**config.mk**
```make
export PLATFORM = sky130hd
export DESIGN_NAME = vbalz_parse
export DESIGN_NICKNAME = d
export VERILOG_FILES = /design/src/hw/rtl/vbalz_pkg.sv /design/src/hw/rtl/vbalz_parse.sv
export SDC_FILE = /design/constraint.sdc
export NUM_CORES = 1
export LEC_CHECK = 0
export CAP_MARGIN = 15
export CORE_AREA = 10 10 113 115
export CTS_CLUSTER_DIAMETER = 60
export DETAILED_ROUTE_END_ITERATION = 10
export DIE_AREA = 0 0 123 125
export DONT_BUFFER_PORTS = 1
export PLACE_DENSITY_LB_ADDON = 0.25
export SLEW_MARGIN = 20
export SYNTH_ARGS = -nofsm -noshare
export SYNTH_HDL_FRONTEND = slang
export SYNTH_SLANG_ARGS = --single-unit
```
**constraint.sdc**
```tcl
create_clock -name clk -period 6.3 [get_ports clk]
set_input_delay 0.315 -clock clk [delete_from_list [all_inputs] [get_ports clk]]
set_output_delay 0.315 -clock clk [all_outputs]
set_load 0.005 [all_outputs]
```
**src/hw/rtl/vbalz_pkg.sv**
```systemverilog
// shared types, constants and helpers of the vba lz window decompressor
`default_nettype none

package vbalz_pkg;

  // window geometry
  localparam int WIN_BYTES = 4096;
  localparam int WIN_AW    = $clog2(WIN_BYTES);

  // pending copy count holds up to a full window plus the minimum length
  localparam int CNT_W    = 13;
  localparam int COPY_MIN = 3;

  // container signature and chunk header compressed flag (bit 7 of the high byte)
  localparam logic [7:0] SIG_BYTE      = 8'h01;
  localparam int         HDR_COMP_BIT  = 7;

  // request kinds
  localparam logic FN_PUSH    = 1'b0;
  localparam logic FN_ADVANCE = 1'b1;

  // result status codes
  typedef enum logic [1:0] {
    ST_OK      = 2'd0,
    ST_BAD_SIG = 2'd1,
    ST_BUSY    = 2'd2
  } status_t;

  // one request as decoded by the parser, handed to the window stage
  typedef struct packed {
    logic              res;
    logic              wr;
    logic              use_ram;
    logic [WIN_AW-1:0] rd_addr;
    logic [WIN_AW-1:0] wr_addr;
    logic [7:0]        lit;
    logic [CNT_W-1:0]  copy_left;
    status_t           status;
  } vbalz_req_t;

  // length/distance split of a copy token: 12 minus thresholds passed
  function automatic logic [3:0] tok_shift(input logic [WIN_AW-1:0] pos);
    logic [3:0] n;
    n = 4'd12;
    for (int k = 0; k < 8; k++) begin
      if (pos > (WIN_AW'(16) << k)) begin
        n = n - 4'd1;
      end
    end
    return n;
  endfunction

endpackage

`default_nettype wire

```
**src/hw/rtl/vbalz_parse.sv**
```systemverilog
// container parser: chunk headers, flag bytes, tokens and window position
`default_nettype none

module vbalz_parse
  import vbalz_pkg::*;
(
  input  wire logic       clk,
  input  wire logic       rst_n,
  input  wire logic       accept,
  input  wire logic       func,
  input  wire logic [7:0] in_byte,
  input  wire logic       in_last,
  output vbalz_req_t      req
);

  typedef enum logic [2:0] {
    PH_AWAIT    = 3'd0,
    PH_HDR_LO   = 3'd1,
    PH_HDR_HI   = 3'd2,
    PH_RAW      = 3'd3,
    PH_FLAG     = 3'd4,
    PH_ITEM     = 3'd5,
    PH_TOKEN_HI = 3'd6
  } phase_t;

  phase_t            phase_r,     phase_nxt;
  logic [WIN_AW-1:0] pos_r,       pos_nxt;
  logic              pos_nz_r,    pos_nz_nxt;
  logic              wrapped_r,   wrapped_nxt;
  logic [7:0]        flag_bits_r, flag_bits_nxt;
  logic [2:0]        flag_idx_r,  flag_idx_nxt;
  logic [7:0]        tok_lo_r,    tok_lo_nxt;
  logic [CNT_W-1:0]  cnt_r,       cnt_nxt;
  logic [WIN_AW-1:0] dist_r,      dist_nxt;
  logic              bclean_r,    bclean_nxt;

  logic [WIN_AW-1:0] src_addr;
  logic [15:0]       tok;
  logic [15:0]       tok_len;
  logic [3:0]        sh;

  // copy source, one behind the distance
  assign src_addr = pos_r - dist_r - WIN_AW'(1);
  assign tok      = {in_byte, tok_lo_r};
  assign sh       = tok_shift(pos_r);
  assign tok_len  = tok & ~(16'hFFFF << sh);

  // decode of one request and next parser state
  always_comb begin
    phase_nxt     = phase_r;
    pos_nxt       = pos_r;
    pos_nz_nxt    = pos_nz_r;
    wrapped_nxt   = wrapped_r;
    flag_bits_nxt = flag_bits_r;
    flag_idx_nxt  = flag_idx_r;
    tok_lo_nxt    = tok_lo_r;
    cnt_nxt       = cnt_r;
    dist_nxt      = dist_r;
    bclean_nxt    = bclean_r;

    req           = '0;
    req.status    = ST_OK;
    req.rd_addr   = src_addr;
    req.wr_addr   = pos_r;
    req.copy_left = cnt_r;

    if (func == FN_ADVANCE) begin
      // one copied byte out of the window; unwritten entries read as zero
      if (cnt_r != '0) begin
        req.res       = 1'b1;
        req.wr        = 1'b1;
        req.use_ram   = wrapped_r || (src_addr < pos_r);
        cnt_nxt       = cnt_r - CNT_W'(1);
        req.copy_left = cnt_nxt;
        pos_nxt       = pos_r + WIN_AW'(1);
        pos_nz_nxt    = 1'b1;
        wrapped_nxt   = wrapped_r || (pos_r == '1);
      end
    end else if (cnt_r != '0) begin
      // push refused while a copy is still pending
      req.res    = 1'b1;
      req.status = ST_BUSY;
    end else begin
      case (phase_r)
        PH_AWAIT: begin
          if (in_byte != SIG_BYTE) begin
            req.res    = 1'b1;
            req.status = ST_BAD_SIG;
          end else begin
            pos_nxt       = '0;
            pos_nz_nxt    = 1'b0;
            wrapped_nxt   = 1'b0;
            flag_bits_nxt = '0;
            flag_idx_nxt  = '0;
            bclean_nxt    = 1'b1;
            phase_nxt     = PH_HDR_LO;
          end
        end
        PH_HDR_LO: begin
          tok_lo_nxt = in_byte;
          phase_nxt  = PH_HDR_HI;
        end
        PH_HDR_HI: begin
          flag_idx_nxt = '0;
          phase_nxt    = in_byte[HDR_COMP_BIT] ? PH_FLAG : PH_RAW;
        end
        PH_RAW: begin
          req.res     = 1'b1;
          req.wr      = 1'b1;
          req.lit     = in_byte;
          pos_nxt     = pos_r + WIN_AW'(1);
          pos_nz_nxt  = 1'b1;
          wrapped_nxt = wrapped_r || (pos_r == '1);
        end
        PH_FLAG: begin
          flag_bits_nxt = in_byte;
          flag_idx_nxt  = '0;
          phase_nxt     = PH_ITEM;
        end
        PH_ITEM: begin
          if (flag_bits_r[flag_idx_r]) begin
            tok_lo_nxt = in_byte;
            phase_nxt  = PH_TOKEN_HI;
          end else if (pos_nz_r && (pos_r == '0) && bclean_r) begin
            // window boundary: this byte opens a new chunk header
            tok_lo_nxt = in_byte;
            bclean_nxt = 1'b0;
            phase_nxt  = PH_HDR_HI;
          end else begin
            req.res     = 1'b1;
            req.wr      = 1'b1;
            req.lit     = in_byte;
            pos_nxt     = pos_r + WIN_AW'(1);
            pos_nz_nxt  = 1'b1;
            wrapped_nxt = wrapped_r || (pos_r == '1);
            bclean_nxt  = 1'b1;
            if (flag_idx_r == 3'd7) begin
              flag_idx_nxt = '0;
              phase_nxt    = PH_FLAG;
            end else begin
              flag_idx_nxt = flag_idx_r + 3'd1;
              phase_nxt    = PH_ITEM;
            end
          end
        end
        PH_TOKEN_HI: begin
          cnt_nxt    = CNT_W'(tok_len[WIN_AW-1:0]) + CNT_W'(COPY_MIN);
          dist_nxt   = WIN_AW'(tok >> sh);
          bclean_nxt = 1'b1;
          if (flag_idx_r == 3'd7) begin
            flag_idx_nxt = '0;
            phase_nxt    = PH_FLAG;
          end else begin
            flag_idx_nxt = flag_idx_r + 3'd1;
            phase_nxt    = PH_ITEM;
          end
        end
        default: begin
          phase_nxt = PH_AWAIT;
        end
      endcase
      if (in_last) begin
        phase_nxt = PH_AWAIT;
      end
    end
  end

  // parser state
  always_ff @(posedge clk) begin
    if (!rst_n) begin
      phase_r     <= PH_AWAIT;
      pos_r       <= '0;
      pos_nz_r    <= 1'b0;
      wrapped_r   <= 1'b0;
      flag_bits_r <= '0;
      flag_idx_r  <= '0;
      tok_lo_r    <= '0;
      cnt_r       <= '0;
      dist_r      <= '0;
      bclean_r    <= 1'b1;
    end else if (accept) begin
      phase_r     <= phase_nxt;
      pos_r       <= pos_nxt;
      pos_nz_r    <= pos_nz_nxt;
      wrapped_r   <= wrapped_nxt;
      flag_bits_r <= flag_bits_nxt;
      flag_idx_r  <= flag_idx_nxt;
      tok_lo_r    <= tok_lo_nxt;
      cnt_r       <= cnt_nxt;
      dist_r      <= dist_nxt;
      bclean_r    <= bclean_nxt;
    end
  end

endmodule

`default_nettype wire
```
==> impl_metrics.csv <==
group,metric,value,unit
synthesis,netlist_area,6080,um^2
synthesis,synthCells,789,
sta,finalSetupViolCount,0,
pwr,powerDensity,154,nW/um^2
final_layout,final_layout_size_suffix_gt1_share,14.0,%
clock_tree,htreeDepth,3,
status,status,"finished, final reports clean",
setup_path,critical_path.most_common_cell,"xnor2_1",
sta,final-max-slew-violation-count,0,
final_layout,final-seq-area,1240,um^2
setup_path,crit_arrival,6.20,ns
synthesis,seq_area_frac_synth,20.4,%
hold_path,min-delay-start,"rst_n",
sta,finalHoldViolCount,0,
global_route,overflow,0,
synthesis,ys_warn_count,0,
synthesis,synth_edf_count,0,
drt,ant_nets,0,
placement,portBuffers,0,
sta,max_slew_margin,45.1,%
clock_tree,cts_tree,"done",
pwr,p_leak,0.00260,uW
pwr,ir_drop,105,uV
synthesis,async_flop_share,0,%
drt,top_layer,"met4",
drt,wirelength,17.3,mm
die,die_x,123,um
synthesis,synth_top_area_cell,"dfxtp_1",
die,boundaryPins,63,
drt,wl_met2,8.51,mm
global_route,track_usage,21.6,%
setup_path,reg2reg_from,"pos_r[1]$_SDFFE_PN0P_",
synthesis,ys_types,78,
die,core,10600,um^2
clock_tree,clockBufferDepth,2,
placement,gp_congestion,0.945,
sta,fmax,168,MHz
setup_path,max_stage_delay,0.60,ns
synthesis,muxShareOfSynthArea,9.76,%
drt,vias,5801,
drt,first_pass_iters,5,
synthesis,synth_top_area_share,20.4,%
synthesis,synth.avg_cell_area,7.70,um^2
drt,drcViolationCount,0,
sta,worst_pin_slew,0.824,ns
synthesis,synth_commonest_cells,"72 x nand2_1, 62 x dfxtp_1, 60 x nor2_1",
placement,placed_area,6240,um^2
global_route,grt_pass1_wl,27.5,mm
synthesis,synth_adder_area_share,7.45,%
die,rows,38,
setup_path,slowest_stage,"fa_2",
final_layout,finalInstanceArea,6570,um^2
global_route,antenna_found_initial,0,
global_route,grt_start_max_net_pins,59,
setup_path,path_max_fanout,6,
final_layout,num_antenna_cells,0,
die,dieArea,15400,um^2
final_layout,final.fill_count,972,
drt,wl_met1,7.34,mm
sta,fin_crit_sh,94.5,%
job,max-cap-violations,0,
drt,wl_met3,1.17,mm
clock_tree,clock_latency,0.37,ns
clock_tree,cts_sinks,62,
die,die_h,125,um
final_layout,multi_input_area,4580,um^2
setup_path,critPathRequiredTime,6.55,ns
final_layout,final_net_count,826,
synthesis,synthFlopType,"dfxtp_1",
hold_path,hp-class,"in2reg",
drt,wl_per_cell,18.7,um
drt,drt_iter0_drc,571,
synthesis,synthXorXnorAreaFrac,7.64,%
sta,fin_setup_tns,0,ns
synthesis,synth_seq_cells,62,
clock_tree,cts_root_buffer,"clkbuf_8",
global_route,grt_pass1_vias,5354,
clock_tree,ctsHoldBuffers,0,
clock_tree,numCtsBuffers,9,
sta,clock_skew,0.0133,ns
synthesis,synthSimpleGateAreaFrac,25.6,%
sta,min_period,5.95,ns
placement,dpl.hpwl,12.8,mm
synthesis,synth-compound-area-share,23.1,%
final_layout,areaGrowthSynthToFinish,8.03,%
clock_tree,path_clk_slew,0.07,ns
synthesis,syn_nets,837,
synthesis,synth_top_family_by_area,"simple AND/OR/NAND/NOR gates",
synthesis,synthMostInstantiatedCell,"nand2_1",
die,initial_core_util,57.3,%
synthesis,ys_top_cells_by_area,"dfxtp_1 20%, ha_1 6.8%, mux4_2 5.6%",
final_layout,postLayoutCoreUtil,61.9,%
drt,vias_per_cell,6.28,
setup_path,setup.worst_path.start_class,"flip-flop",
setup_path,endpoint_kind,"flip-flop",
setup_path,crit_type,"reg2reg",
setup_path,startpoint,"pos_r[1]$_SDFFE_PN0P_",
## per-layer routing
metal | GRT usage (%) | vias to the layer above
met2 | 36.0 | 180
met5 | 0 | -
met1 | 26.8 | 2796
met4 | 6.92 | 0
met3 | 5.22 | 24
li1 | - | 2801
## where the power goes
part	leakage (uW)	switching, uW	internal (uW)
Clock	0.0000848	179	165
Combinational	0.00201	149	102
Sequential	0.000502	13.6	403
## flip-flops by register name (all words and copies together) (netlist names), 3 cells and up
name / cells
cnt_r: 13
dist_r: 12
flag_bits_r: 8
flag_idx_r: 3
phase_r: 3
pos_r: 12
tok_lo_r: 8
## path summary, 6_finish.rpt
kind / end / slack (ns) / depth (start not counted)
min reg2reg: flag_bits_r[2]$_SDFFE_PN0P_ / 0.47 / 2
min: bclean_r$_SDFFE_PN1P_ / 0.04 / 1
max: cnt_r[10]$_SDFFE_PN0P_ / 0.35 / 28
max reg2reg: cnt_r[10]$_SDFFE_PN0P_ / 0.35 / 28
## stage by stage
stage / total power (uW) / instances / setup WS, ns / hold WS, ns
after floorplan: 625 / 789 / 0.0423 / 0.438
after CTS: 1010 / 915 / 0.0548 / 0.0153
after detailed placement: 673 / 899 / -0.0289 / 0.397
after global placement: 668 / 899 / 0.205 / 0.392
final: 1010 / 923 / 0.345 / 0.0435
after global routing: 1070 / 923 / -0.0335 / 0.0282
## worst max-delay path, delay by kind of cell, from the launching register on
| kind | cells | cell delay (ns) |
|---|---|---|
| AND/OR/NAND/NOR | 11 | 1.71 |
| AO/OA/AOI/OAI | 6 | 1.46 |
| buffers and inverters | 2 | 0.26 |
| adder cells (fa/ha/maj) | 4 | 1.17 |
| flip-flops | 1 | 0.33 |
| XOR/XNOR | 5 | 0.91 |
## layout by cell type, fill, tap and decap left out, drive strengths merged, types with 10 or more instances in the layout
master / count
a21boi: 19
a21o: 12
a21oi: 56
and2: 20
and3: 13
buf: 30
clkbuf: 13
dfxtp: 62
ha: 33
inv: 40
mux2i: 21
mux4: 15
nand2: 72
nand2b: 10
nand3: 31
nor2: 61
nor2b: 20
nor3: 19
o21ai: 54
or2: 11
xnor2: 30
xor2: 16
## kinds of logic (layout without fill, tap and decap cells)
family | Yosys count | in the layout
compound gates | 212 | 212
mux | 40 | 40
flops | 62 | 62
xor+xnor | 48 | 48
fa+ha+maj | 35 | 35
simple gates | 299 | 299
buf+inv | 93 | 87
## layout make-up
| cell class | count | area share [%] |
|---|---|---|
| Multi-Input combinational cell | 634 | 69.8 |
| Sequential cell | 62 | 18.9 |
| Timing Repair Buffer | 31 | 3.51 |
| Tap cell | 140 | 2.67 |
| Clock buffer | 12 | 2.36 |
| Inverter | 40 | 2.32 |
| Clock inverter | 4 | 0.476 |
## repair_timing
item / CTS / global route
hold endpoints to repair: 0 / 0
pin swaps: 1 / 9
setup endpoints to repair: 1 / 4
resized for setup: 1 / 21
buffers inserted: 0 / 8
Power figures use the tool's default switching activity.
